**src/sv/pbrs_pkg.sv**
```systemverilog
// ----------------------------------------------------------------------------
// Precharge bypass relay sequencer package
// Shared codes, types and reset constants for the relay sequencer.
// ----------------------------------------------------------------------------
`default_nettype none

package pbrs_pkg;

  localparam int TIMER_WIDTH_DEF = 16;
  localparam int CFG_DATA_WIDTH  = 16;
  localparam int CFG_INDEX_WIDTH = 1;

  localparam logic [CFG_DATA_WIDTH-1:0] PRECHARGE_TICKS_RST = 16'd1000;
  localparam logic [CFG_DATA_WIDTH-1:0] BYPASS_TICKS_RST    = 16'd1000;

  localparam logic [CFG_INDEX_WIDTH-1:0] REG_PRECHARGE_TICKS = 1'b0;
  localparam logic [CFG_INDEX_WIDTH-1:0] REG_BYPASS_TICKS    = 1'b1;

  typedef enum logic [1:0] {
    FUNC_TICK       = 2'd0,
    FUNC_CONNECT    = 2'd1,
    FUNC_DISCONNECT = 2'd2,
    FUNC_FORCE_OFF  = 2'd3
  } func_t;

  typedef enum logic [1:0] {
    PH_OFF       = 2'd0,
    PH_PRECHARGE = 2'd1,
    PH_BYPASS    = 2'd2,
    PH_CONNECTED = 2'd3
  } phase_t;

  typedef enum logic [1:0] {
    UPD_NONE     = 2'd0,
    UPD_DETECTED = 2'd1,
    UPD_AUTH     = 2'd2,
    UPD_IDLE     = 2'd3
  } upd_t;

endpackage

`default_nettype wire

```
**src/sv/precharge_bypass_relay_sequencer_top.sv**
```systemverilog
// ----------------------------------------------------------------------------
// Precharge bypass relay sequencer
// Sequences the precharge and bypass relays on connect, disconnect, force-off
// and tick words, and reports one status word per input word.
// ----------------------------------------------------------------------------
// Usage: each input word (func and the module status bits) is taken when
// in_valid and in_ready are both high, and exactly one result word follows
// on the output channel, valid in the cycle after acceptance. A new input word
// can be taken every cycle; the output register decouples the two channels,
// so in_ready stays high while the held result is being taken in the same
// cycle. When the receiver stalls, the result word holds and in_ready drops
// until it is taken. The phase lengths are written through the cfg channel (index
// 0 precharge ticks, index 1 bypass settle ticks), which is always ready; the user
// must make writes only while the block is idle, which the block does not enforce.
// Reset puts the sequencer in the off phase with the countdown cleared, no
// disconnect pending, both phase lengths at 1000 ticks and the output channel empty.
// ----------------------------------------------------------------------------
`default_nettype none

module precharge_bypass_relay_sequencer_top #(
  parameter int TIMER_WIDTH = pbrs_pkg::TIMER_WIDTH_DEF
) (
  input  wire logic                                 clk,
  input  wire logic                                 rst,
  input  wire logic                                 cfg_valid,
  output logic                                      cfg_ready,
  input  wire logic [pbrs_pkg::CFG_INDEX_WIDTH-1:0] cfg_index,
  input  wire logic [pbrs_pkg::CFG_DATA_WIDTH-1:0]  cfg_data,
  input  wire logic                                 in_valid,
  output logic                                      in_ready,
  input  wire logic [1:0]                           func,
  input  wire logic                                 detect,
  input  wire logic                                 module_is_type_b,
  input  wire logic                                 module_accepted,
  input  wire logic                                 system_active,
  output logic                                      out_valid,
  input  wire logic                                 out_ready,
  output logic                                      precharge_relay,
  output logic                                      bypass_relay,
  output logic                                      peltier_on,
  output logic [1:0]                                sequence_state,
  output logic [1:0]                                system_state_update,
  output logic                                      attach_event,
  output logic                                      detach_event,
  output logic                                      request_accepted
);

  localparam int CfgW  = pbrs_pkg::CFG_DATA_WIDTH;
  localparam int WideW = (TIMER_WIDTH > CfgW) ? TIMER_WIDTH : CfgW;
  localparam logic [WideW-1:0] TimerMax = WideW'({TIMER_WIDTH{1'b1}});

  logic [CfgW-1:0]        precharge_ticks;
  logic [CfgW-1:0]        bypass_settle_ticks;
  pbrs_pkg::phase_t       phase;
  pbrs_pkg::phase_t       phase_next;
  logic [TIMER_WIDTH-1:0] countdown;
  logic [TIMER_WIDTH-1:0] countdown_next;
  logic                   disconnect_pending;
  logic                   disconnect_pending_next;

  pbrs_pkg::func_t        fn;
  pbrs_pkg::upd_t         upd;
  pbrs_pkg::upd_t         upd_open;
  logic                   attach;
  logic                   detach;
  logic                   taken;
  logic                   in_seq;
  logic                   pend_fire;
  logic [TIMER_WIDTH-1:0] count_dec;
  logic                   expired;
  logic [WideW-1:0]       pre_wide;
  logic [WideW-1:0]       byp_wide;
  logic [TIMER_WIDTH-1:0] pre_load;
  logic [TIMER_WIDTH-1:0] byp_load;
  logic                   in_accept;

  assign cfg_ready = 1'b1;
  assign in_ready  = !out_valid || out_ready;
  assign in_accept = in_valid && in_ready;

  always_ff @(posedge clk) begin
    if (rst) begin
      precharge_ticks     <= pbrs_pkg::PRECHARGE_TICKS_RST;
      bypass_settle_ticks <= pbrs_pkg::BYPASS_TICKS_RST;
    end else if (cfg_valid) begin
      unique case (cfg_index)
        pbrs_pkg::REG_PRECHARGE_TICKS: precharge_ticks     <= cfg_data;
        pbrs_pkg::REG_BYPASS_TICKS:    bypass_settle_ticks <= cfg_data;
        default: ;
      endcase
    end
  end

  // Phase lengths saturate to the countdown width.
  assign pre_wide = WideW'(precharge_ticks);
  assign byp_wide = WideW'(bypass_settle_ticks);
  assign pre_load = (pre_wide > TimerMax) ? {TIMER_WIDTH{1'b1}} : pre_wide[TIMER_WIDTH-1:0];
  assign byp_load = (byp_wide > TimerMax) ? {TIMER_WIDTH{1'b1}} : byp_wide[TIMER_WIDTH-1:0];

  assign fn        = pbrs_pkg::func_t'(func);
  assign in_seq    = (phase == pbrs_pkg::PH_PRECHARGE) || (phase == pbrs_pkg::PH_BYPASS);
  assign pend_fire = disconnect_pending && !in_seq;
  assign count_dec = (countdown != '0) ? countdown - 1'b1 : countdown;
  assign expired   = (count_dec == '0);
  assign upd_open  = detect ? pbrs_pkg::UPD_DETECTED : pbrs_pkg::UPD_IDLE;

  always_comb begin
    phase_next              = phase;
    countdown_next          = countdown;
    disconnect_pending_next = disconnect_pending;
    if (fn == pbrs_pkg::FUNC_FORCE_OFF) begin
      phase_next              = pbrs_pkg::PH_OFF;
      countdown_next          = '0;
      disconnect_pending_next = 1'b0;
    end else if (pend_fire) begin
      phase_next              = pbrs_pkg::PH_OFF;
      countdown_next          = '0;
      disconnect_pending_next = 1'b0;
    end else if (fn == pbrs_pkg::FUNC_CONNECT) begin
      if (phase == pbrs_pkg::PH_OFF) begin
        if (detect) begin
          phase_next     = pbrs_pkg::PH_PRECHARGE;
          countdown_next = pre_load;
        end else begin
          countdown_next = '0;
        end
      end
    end else if (fn == pbrs_pkg::FUNC_DISCONNECT) begin
      if (in_seq) begin
        disconnect_pending_next = 1'b1;
      end else begin
        phase_next     = pbrs_pkg::PH_OFF;
        countdown_next = '0;
      end
    end else if (in_seq) begin
      countdown_next = count_dec;
      if (expired) begin
        if (!detect) begin
          phase_next     = pbrs_pkg::PH_OFF;
          countdown_next = '0;
        end else if (phase == pbrs_pkg::PH_PRECHARGE) begin
          phase_next     = pbrs_pkg::PH_BYPASS;
          countdown_next = byp_load;
        end else begin
          phase_next     = pbrs_pkg::PH_CONNECTED;
          countdown_next = '0;
        end
      end
    end
  end

  always_comb begin
    upd    = pbrs_pkg::UPD_NONE;
    attach = 1'b0;
    detach = 1'b0;
    taken  = 1'b0;
    if (fn == pbrs_pkg::FUNC_FORCE_OFF) begin
      upd    = upd_open;
      detach = 1'b1;
    end else if (pend_fire) begin
      upd    = upd_open;
      detach = 1'b1;
      taken  = (fn == pbrs_pkg::FUNC_DISCONNECT);
    end else if (fn == pbrs_pkg::FUNC_CONNECT) begin
      if (phase == pbrs_pkg::PH_CONNECTED) begin
        upd    = pbrs_pkg::UPD_AUTH;
        attach = 1'b1;
        taken  = 1'b1;
      end else if (phase == pbrs_pkg::PH_OFF) begin
        taken = 1'b1;
        if (detect) begin
          upd = pbrs_pkg::UPD_DETECTED;
        end else begin
          upd    = upd_open;
          detach = 1'b1;
        end
      end
    end else if (fn == pbrs_pkg::FUNC_DISCONNECT) begin
      taken = 1'b1;
      if (!in_seq) begin
        upd    = upd_open;
        detach = 1'b1;
      end
    end else if (in_seq && expired) begin
      if (!detect) begin
        upd    = upd_open;
        detach = 1'b1;
      end else if (phase == pbrs_pkg::PH_BYPASS) begin
        upd    = pbrs_pkg::UPD_AUTH;
        attach = 1'b1;
      end
    end
  end

  always_ff @(posedge clk) begin
    if (rst) begin
      phase              <= pbrs_pkg::PH_OFF;
      countdown          <= '0;
      disconnect_pending <= 1'b0;
      out_valid          <= 1'b0;
    end else begin
      if (in_accept) begin
        phase              <= phase_next;
        countdown          <= countdown_next;
        disconnect_pending <= disconnect_pending_next;
        out_valid          <= 1'b1;
      end else if (out_ready) begin
        out_valid <= 1'b0;
      end
    end
  end

  always_ff @(posedge clk) begin
    if (in_accept) begin
      precharge_relay     <= (phase_next == pbrs_pkg::PH_PRECHARGE) ||
                             (phase_next == pbrs_pkg::PH_BYPASS);
      bypass_relay        <= (phase_next == pbrs_pkg::PH_BYPASS) ||
                             (phase_next == pbrs_pkg::PH_CONNECTED);
      peltier_on          <= (phase_next == pbrs_pkg::PH_CONNECTED) && module_is_type_b &&
                             module_accepted && system_active;
      sequence_state      <= phase_next;
      system_state_update <= upd;
      attach_event        <= attach;
      detach_event        <= detach;
      request_accepted    <= taken;
    end
  end

`ifndef SYNTHESIS
  a_no_count_outside_seq: assert property (@(posedge clk) disable iff (rst)
    ((phase == pbrs_pkg::PH_OFF) || (phase == pbrs_pkg::PH_CONNECTED)) |-> (countdown == '0))
    else $error("countdown is nonzero outside the timed phases");

  a_attach_detach_exclusive: assert property (@(posedge clk) disable iff (rst)
    out_valid |-> !(attach_event && detach_event))
    else $error("attach and detach reported in the same word");

  a_detach_means_off: assert property (@(posedge clk) disable iff (rst)
    (out_valid && detach_event) |-> (sequence_state == pbrs_pkg::PH_OFF))
    else $error("detach reported while relays stay closed");

  a_connect_only_via_bypass: assert property (@(posedge clk) disable iff (rst)
    (in_accept && (phase_next == pbrs_pkg::PH_CONNECTED) && (phase != pbrs_pkg::PH_CONNECTED))
    |-> (phase == pbrs_pkg::PH_BYPASS))
    else $error("connected phase entered without passing bypass");

  a_state_holds_idle: assert property (@(posedge clk) disable iff (rst)
    !in_accept |=> ($stable(phase) && $stable(countdown)))
    else $error("sequencer state moved without an input word");
`endif

endmodule

`default_nettype wire
```
**config.mk**
```make
export PLATFORM = sky130hd
export DESIGN_NAME = precharge_bypass_relay_sequencer_top
export DESIGN_NICKNAME = d
export VERILOG_FILES = /design/src/sv/pbrs_pkg.sv /design/src/sv/precharge_bypass_relay_sequencer_top.sv
export SDC_FILE = /design/constraint.sdc
export NUM_CORES = 1
export LEC_CHECK = 0
export BUFFER_PORTS_ARGS = -buffer_cell sky130_fd_sc_hd__buf_4
export CORE_MARGIN = 2
export CORE_UTILIZATION = 53
export DETAILED_ROUTE_END_ITERATION = 8
export PLACE_DENSITY = 0.76
export SKIP_CTS_REPAIR_TIMING = 1
export SYNTH_ARGS = -nofsm -noshare
export SYNTH_HDL_FRONTEND = slang
export SYNTH_SLANG_ARGS = --single-unit
```
**constraint.sdc**
```tcl
create_clock -name clk -period 3.2 [get_ports clk]
set_input_delay 0 -clock clk [delete_from_list [all_inputs] [get_ports clk]]
set_output_delay 0 -clock clk [all_outputs]
set_load 0.05 [all_outputs]
```
==> flow_summary.yaml, run 1 <==
floorplanning:
  die_h_um: 85.1
  ioPinCount: 41
  core_um2: 6350
  die_x_um: 85.1
  die_area_um2: 7240
  start_util: 0.549
  rows: 29
sta:
  slew_headroom: 0.214
  fmax_mhz: 311
  period_minus_slack_ps: 3210
  rsz0062_at_grt: "yes"
  finalHoldViolCount: 0
  setup_ws_ps: -13.1
  hold_slack_ps: 71.7
  fin_crit_sh: 1.00
  clock_skew_ps: 8.17
  setup_violations: 1
  slew_violations: 0
  worst_pin_slew_ps: 1180
synth:
  synthArstFlopShare: 0
  syn_nets: 471
  synth_top_cell_area_share: 0.299
  synth_area_um2: 3490
  yosys.area.top_type: "dfxtp_1"
  yosysUniqueCellTypes: 67
  synth.ff_latch_count: 62
  synth_edf_count: 10
  synth.avg_cell_area_um2: 8.03
  ys.flop_type: "dfxtp_1"
  synthTopCellsByArea: "dfxtp_1 30%, nand2_1 9.3%, edfxtp_1 8.6%"
  yosysSeqAreaShare: 0.385
  synthCells: 434
  yosys_warnings: 0
place:
  gp_congestion: 0.925
  numPortBuffers: 39
  dpl.cell_count: 571
  dpl.hpwl_mm: 7.16
power_and_ir_drop:
  pwr-share-comb: 0.499
  p_leak_nw: 1.99
  switching_share: 0.377
  power_density_nw_per_um2: 643
  peakVddDrop_mv: 0.450
  internal_power_mw: 1.88
  power_frac_seq: 0.295
  p_sw_mw: 1.14
  power_frac_clock: 0.206
drt:
  num_vias: 3721
  wl_per_cell_um: 16.8
  postRouteAntennaNets: 0
  drtPass1Iterations: 6
  drc: 0
  wl_mm: 10.2
  vias_per_cell: 6.09
  drtIter0Drc: 405
status:
  violations: "negative setup slack"
  status: "finished with violations"
critical_path:
  r2r_setup_slack_ps: -10
  cp-end-kind: "flop"
  critPathKind: "reg2reg"
  rr_endpoint: "bypass_relay"
  startpoint_type: "flop"
  cp.required_ps: 3310
  crit_start: "countdown[5]"
  critPathCapture: "bypass_relay"
  reg2reg_from: "countdown[5]"
  crit_arrival_ps: 3320
  cp_max_fo: 4
  ff2ff_path_depth: 9
finish:
  layout.nets: 566
  syn2layout_area_growth_pct: 34.6
  final_cells: 611
  nFillCells: 468
  antenna_cells: 0
  utilization: 0.739
  drive_gt1_frac: 0.273
clocking:
  clock_latency_ps: 350
  cts.htree.levels: 3
  ctsRootBufferMaster: "clkbuf_8"
  numCtsBuffers: 9
  cts_buffer_depth: 2
  cts_tree: "done"
  clock_sinks: 62
  clk_pin_slew_worst_paths_ps: 70
grt:
  grt_pass1_vias: 3335
  grt_max_degree: 55
  grt_pass1_wl_mm: 16.1
  grt_usage: 0.283
  antenna_found_initial: 0
  grt_overflow: 0
min_path:
  hold_path.class: "in2reg"
  hold-path-cell-count: 4
run:
  maxCapViolCount: 0
critical path, stage by stage, from the launching register on:
cell	delay [ps]
dfxtp_2	340
or4_4	570
nor4_4	210
mux2i_2	300
o2111ai_2	180
or4b_4	600
or2_1	240
and3_4	180
ha_4	150
or2_4	210
registers in the layout (all words and copies together) (netlist names), 2 cells and up:
| signal | flops |
|---|---|
| phase | 2 |
| countdown | 16 |
| pre_wide | 16 |
| sequence_state | 2 |
| system_state_update | 2 |
| byp_wide | 16 |
power groups by stage:
stage          combinational [mW]  sequential [mW]  clock (mW)
2_1_floorplan               0.787            0.925           0
5_1_grt                      1.61            0.894       0.661
4_1_cts                      1.35            0.887       0.625
3_5_place_dp                 1.34            0.905           0
3_3_place_gp                 1.31            0.902           0
6_report                     1.51            0.889       0.621
layout make-up:
type                       instances  area (um^2)  area share
multi-input combinational        329         2100       0.448
timing repair buffer             116          936       0.199
sequential                        62         1340       0.286
tap                               77         96.3      0.0205
inverter                          11         41.3     0.00880
clock buffer                       9          124      0.0264
clock inverter                     7         47.5      0.0101
layout by cell type (no fill, tap or decap), types with 9 or more instances in the layout:
cell | synthesis | final
a21oi_1 | 58 | 56
and3_1 | 14 | 13
buf_4 | 1 | 94
clkbuf_8 | 0 | 9
dfxtp_1 | 52 | 50
dlygate4sd3_1 | 0 | 21
edfxtp_1 | 10 | 10
inv_1 | 11 | 10
nand2_1 | 86 | 86
nand3b_1 | 12 | 12
nor2_1 | 19 | 19
o22ai_1 | 16 | 16
synth_stat cells, drive strengths merged, types with 2 or more instances:
cell and number:
mux2 2, a32oi 2, buf 6, o2111ai 2
nand3 8, nor3 8, clkbuf 26, a21o 2
dfxtp 52, or2 5, a21oi 58, and3 14
nor3b 2, a22oi 2, or4 2, o21ai 6
nor2b 8, o31a 2, nand3b 12, inv 11
xnor2 4, and2 4, nand2 86, a211oi 2
nand2b 6, a31oi 4, a221oi 2, nor2 20
ha 9, or3 3, and4 2, a21boi 3
o31ai 2, edfxtp 10, nor4 10, a41oi 2
o22ai 16
how the worst min path moves through the flow:
stage / start / end / slack, ps
3_3_place_gp: cfg_data[8] / pre_wide[8] / 220
5_1_grt: detect / detach_event / 90
4_1_cts: cfg_data[7] / byp_wide[7] / -140
6_report: func[1] / disconnect_pending / 70
2_1_floorplan: cfg_data[3] / byp_wide[3] / 120
3_5_place_dp: cfg_data[7] / byp_wide[7] / 220
cells by family after synthesis:
family | synth area share
DFF | 0.385
xor gates and xnor gates | 0.0100
other | 0.00108
adders and majority gates | 0.0323
muxes | 0.0104
and+or+nand+nor | 0.298
AOI/OAI and AO/OA | 0.213
buffers and inverters | 0.0510
routing by layer:
metal	vias up	part of all wire	track usage	routed length, um
met5	-	0	0	0
met4	0	0.015	0.0924	157
met3	17	0.090	0.0652	921
met2	183	0.46	0.438	4720
li1	1750	-	-	-
met1	1771	0.43	0.392	4450
through the flow:
stage          power [mW]  setup TNS [ps]  instance area, um^2  setup slack [ps]
4_1_cts              2.86            -419                 4370              -173
2_1_floorplan        1.71           -50.5                 3540             -50.5
3_5_place_dp         2.24            -355                 4200              -148
5_1_grt              3.17            -108                 4690             -84.6
3_3_place_gp         2.22               0                 4200              7.01
6_report             3.02           -13.1                 4690             -13.1
Power figures use the tool's default switching activity.
==> inputs of run 2 (changes only) <==
- BUFFER_PORTS_ARGS: -buffer_cell sky130_fd_sc_hd__buf_4 -> default
- CELL_PAD_IN_SITES_DETAIL_PLACEMENT: default -> 1
- CELL_PAD_IN_SITES_GLOBAL_PLACEMENT: default -> 1
- CORE_UTILIZATION: 53 -> 51
- DONT_BUFFER_PORTS: default -> 1
- PLACE_DENSITY: 0.76 -> default
- PLACE_DENSITY_LB_ADDON: default -> 0.1
- clock period: 3.2 -> 3.94 ns (I/O delays scaled with it)
==> run 2 against run 1 <==
Net effect:
- the run now ends clean
- via count is 7.8% lower
- clock-buffer cell count stayed put
- utilization is 13 points lower
- maximum frequency is 14% lower
- sequential power is 14% lower
- highest routed layer unchanged
==> flow_summary.yaml, run 2 (synthesized netlist as in run 1, its figures left out) <==
clocking:
  numCtsBuffers: 9
  clock_latency_ps: 360
  ctsRootBufferMaster: "clkbuf_8"
  clk_pin_slew_worst_paths_ps: 80
  cts_tree: "done"
  cts.htree.levels: 3
  cts_buffer_depth: 2
  clock_sinks: 62
drt:
  drc: 0
  drtIter0Drc: 228
  highest_layer: "met4"
  vias_per_cell: 6.34
  wl_mm: 11.4
  met2_wirelength_mm: 5.22
  met3_length_um: 585
  postRouteAntennaNets: 0
  num_vias: 3432
  wl_met1_mm: 5.40
  drtPass1Iterations: 5
  wl_per_cell_um: 21.0
floorplanning:
  die_area_um2: 7510
  die_h_um: 86.7
  start_util: 0.519
  ioPinCount: 41
  die_x_um: 86.7
  rows: 30
  core_um2: 6720
critical_path:
  r2r_setup_slack_ps: 210
  rr_endpoint: "bypass_relay"
  startpoint_type: "flop"
  slowest_delay_ps: 620
  cp_max_fo: 7
  cpMostUsedCell: "ha_1"
  cp.required_ps: 4040
  critPathKind: "reg2reg"
  crit_arrival_ps: 3820
  cpMaxStageDelayCell: "or4b_4"
  reg2reg_from: "countdown[0]"
  crit_start: "countdown[0]"
  cp-end-kind: "flop"
  ff2ff_path_depth: 11
  cp_cell_sequence: "inv_1 -> ha_1 -> or3b_1 -> o31a_1 -> a21oi_1 -> o2111ai_1 -> or4b_4 -> or2_1 -> and3_1 -> ha_1 -> or2_2"
finish:
  layout_commonest_cell: "nand2_1"
  final_cell_mix: "86 x nand2_1, 58 x a21oi_1, 52 x dfxtp_1"
  drive_gt1_frac: 0.108
  antenna_cells: 0
  syn2layout_area_growth_pct: 17.7
  utilization: 0.611
  nFillCells: 797
  layout.nets: 493
  stdcell_area_um2: 4100
status:
  status: "finished, final reports clean"
place:
  gp_congestion: 0.966
  placed_area_um2: 3550
  dpl.hpwl_mm: 7.40
  numPortBuffers: 0
  dp_worst_setup_slack_ps: 133
grt:
  grt_pass1_vias: 3123
  grt_pass1_wl_mm: 16.4
  grt_usage: 0.286
  antenna_found_initial: 0
  grt_overflow: 0
  grt_max_degree: 55
power_and_ir_drop:
  total_power_mw: 2.22
  peakVddDrop_mv: 0.269
  p_leak_nw: 1.65
  power_density_nw_per_um2: 540
min_path:
  hold_end: "disconnect_pending"
  hold_path.class: "in2reg"
  hold-path-cell-count: 4
  worstHoldStart: "func[0]"
sta:
  finalHoldViolCount: 0
  slew_violations: 0
  period_minus_slack_ps: 3730
  setup_tns_ps: 0
  clock_skew_ps: 19.5
  worst_pin_slew_ps: 1180
  setup_ws_ps: 213
  rsz0062_at_grt: "no"
  slew_headroom: 0.213
  fmax_mhz: 268
  fin_crit_sh: 0.946
  setup_violations: 0
run:
  maxCapViolCount: 0
==> run 2: changes by cell type in the layout (fill, tap and decap cells not counted), moves of 2 or more <==
cell	before	now
buf_4	94	13
dlygate4sd3_1	21	29
a21oi_1	56	58
clkinv_2	2	0
clkinv_4	1	3
dfxtp_1	50	52
dfxtp_2	2	0
ha_1	7	9
ha_4	2	0
o2111ai_1	0	2
o2111ai_2	2	0
==> run 2: worst max path at each step <==
stage,end,cells past startpoint
2_1_floorplan,bypass_relay,12
5_1_grt,bypass_relay,9
6_report,bypass_relay,11
4_1_cts,bypass_relay,11
3_5_place_dp,bypass_relay,11
3_3_place_gp,bypass_relay,11
==> run 2: metrics by stage <==
step                std cells  hold WS (ps)
floorplan                 434           121
global placement          495          72.4
detailed placement        495          72.8
CTS                       511          -305
global route              541          59.7
finish                    541          35.6
==> run 2: final cells by class <==
class	count	area, um^2	area share
clock buffers	9	124	0.0302
multi-input cells	329	2000	0.488
clock inverters	7	80.1	0.0195
repair buffers	43	415	0.101
inverters	11	41.3	0.0101
flip-flops and latches	62	1340	0.327
well taps	80	100	0.0244
==> run 2: critical path, delay by kind of cell, from the launching register on <==
kind | cells | cell delay [ps]
and+or+nand+nor | 5 | 1840
AOI/OAI and AO/OA | 3 | 690
adders and majority gates | 2 | 450
DFF | 1 | 370
buffers and inverters | 1 | 100
==> run 2: per-layer routing <==
layer	vias up	GRT usage
met5	-	0
met4	0	0.0838
met3	15	0.0571
met2	111	0.419
met1	1705	0.423
li1	1601	-
==> run 2: report_power, final <==
part,internal (mW),leakage [nW],switching [mW]
logic,0.357,1.02,0.493
clock network,0.300,0.105,0.302
registers,0.688,0.524,0.0746
total,1.34,1.65,0.871
==> inputs of run 3 (changes only) <==
- RECOVER_POWER: default -> 50
- clock period: 3.94 -> 4.7 ns (I/O delays scaled with it)
==> run 3 against run 2 <==
Net effect:
- the flow now finishes with violations (negative hold slack, max-capacitance violations, max-slew violations)
- combinational power is 22% lower
- critical path depth increased by 1
- cell area is 4.4% lower
- sequential cell count is the same
- worst hold slack got worse by 49 ps
- routed wire length fell by 7.8%
- maximum frequency down 16%
- die area unchanged
- clock-buffer cell count unchanged
- utilization is 2.7 points lower
- sequential share of layout area is 1.5 points higher
==> flow_summary.yaml, run 3 (synthesized netlist as in run 1, its figures left out) <==
critical_path:
  crit_start: "countdown[0]"
  cp-end-kind: "flop"
  path_buf_inv: 2
  cp_max_fo: 9
  crit_arrival_ps: 4640
  crit_family: "simple AND/OR/NAND/NOR gates"
  slowest_delay_ps: 690
  startpoint_type: "flop"
  cpMaxStageDelayCell: "or4b_1"
  reg2reg_from: "countdown[0]"
  cpMostUsedCell: "ha_1"
  cp_cell_sequence: "inv_1 -> ha_1 -> nor3b_1 -> a41oi_2 -> a31oi_2 -> o22ai_1 -> or4b_1 -> mux2_4 -> a21oi_1 -> ha_1 -> and4_1 -> dlygate4sd3_1"
  critPathKind: "reg2reg"
  cp.required_ps: 4920
drt:
  wl_per_cell_um: 19.9
  drtIter0Drc: 194
  drtPass1Iterations: 5
  wl_mm: 10.5
  num_vias: 3287
  drc: 0
  postRouteAntennaNets: 0
  vias_per_cell: 6.24
run:
  maxCapViolCount: 1
clocking:
  numCtsBuffers: 9
  clock_sinks: 62
  cts.htree.levels: 3
  clk_pin_slew_worst_paths_ps: 70
  clock_latency_ps: 350
  ctsRootBufferMaster: "clkbuf_8"
  cts_buffer_depth: 2
  cts_tree: "done"
sta:
  worst_pin_slew_ps: 2420
  setup_tns_ps: 0
  rsz0062_at_grt: "no"
  finalHoldViolCount: 1
  slew_violations: 54
  setup_violations: 0
  slew_headroom: -0.615
  period_minus_slack_ps: 4430
  fmax_mhz: 226
  clock_skew_ps: 12.8
  hold_slack_ps: -13.1
  setup_ws_ps: 275
  fin_crit_sh: 0.942
place:
  dpl.hpwl_mm: 6.91
  gp_congestion: 0.925
  dp_worst_setup_slack_ps: 764
  numPortBuffers: 0
grt:
  met2_usage: 0.386
  use_met3: 0.0562
  grtUsageMet1: 0.435
  grt_overflow: 0
  grt_max_degree: 55
  busiest_layer: "met1"
  grt_pass1_vias: 3086
  antenna_found_initial: 0
  grt_pass1_wl_mm: 16.2
  grt_usage: 0.282
status:
  violations: "negative hold slack, max-capacitance violations, max-slew violations"
  status: "finished with violations"
floorplanning:
  die_x_um: 86.7
  ioPinCount: 41
  start_util: 0.519
  die_area_um2: 7510
  rows: 30
  core_um2: 6720
  die_h_um: 86.7
min_path:
  worstHoldStart: "rst"
  hold_path.class: "in2reg"
finish:
  syn2layout_area_growth_pct: 12.5
  layout_commonest_cell: "nand2_1"
  final_cell_mix: "86 x nand2_1, 58 x a21oi_1, 52 x dfxtp_1"
  antenna_cells: 0
  drive_gt1_frac: 0.0761
  layout.nets: 479
  nFillCells: 804
power_and_ir_drop:
  peakVddDrop_mv: 0.235
  power_density_nw_per_um2: 441
  p_leak_nw: 1.56
  total_power_mw: 1.73
==> run 3: changes by cell type in the layout (fill, tap and decap cells not counted), moves of 2 or more <==
| cell | delta |
|---|---|
| clkinv_2 | +2 |
| buf_4 | -12 |
| dlygate4sd3_1 | -2 |
| nor4_2 | -2 |
| inv_6 | -2 |
==> run 3: final timing paths <==
check	slack, ps	cells past startpoint	endpoint
setup / recovery	270	12	peltier_on
hold / removal	-10	2	countdown[6]
setup reg to reg	270	12	peltier_on
hold reg to reg	470	2	pre_wide[9]
==> run 3: final cells by class <==
| cell class | count | area [um^2] | share of cell area |
|---|---|---|---|
| Clock buffer | 9 | 124 | 0.0316 |
| Clock inverter | 7 | 50.0 | 0.0128 |
| Multi-Input combinational cell | 329 | 1980 | 0.506 |
| Inverter | 11 | 41.3 | 0.0105 |
| Tap cell | 80 | 100 | 0.0255 |
| Sequential cell | 62 | 1340 | 0.342 |
| Timing Repair Buffer | 29 | 282 | 0.0718 |
==> run 3: through the flow <==
stage | util | std cells | cell area [um^2]
floorplan | - | 434 | 3490
global placement | 0.517 | 483 | 3470
detailed placement | 0.517 | 483 | 3470
CTS | 0.543 | 499 | 3650
global route | 0.584 | 527 | 3920
finish | 0.584 | 527 | 3920
==> run 3: worst register-to-register path, cell delays in order (launching register included) <==
cell           delay, ps
dfxtp_1              370
inv_1                100
ha_1                 330
nor3b_1              420
a41oi_2              320
a31oi_2              310
o22ai_1              180
or4b_1               690
mux2_4               360
a21oi_1              280
ha_1                 230
and4_1               160
dlygate4sd3_1        550
==> run 3: metal layers <==
layer	part of all wire	wire length (um)	vias to the layer above
li1	-	-	1573
met1	0.50	5260	1619
met2	0.44	4620	86
met3	0.049	518	9
met4	0.0090	94	0
met5	0	0	-
==> run 3: where the power goes <==
group          internal (mW)  switching (mW)  total, mW
registers              0.577          0.0702      0.647
clock network          0.192           0.233      0.425
logic                  0.270           0.389      0.659
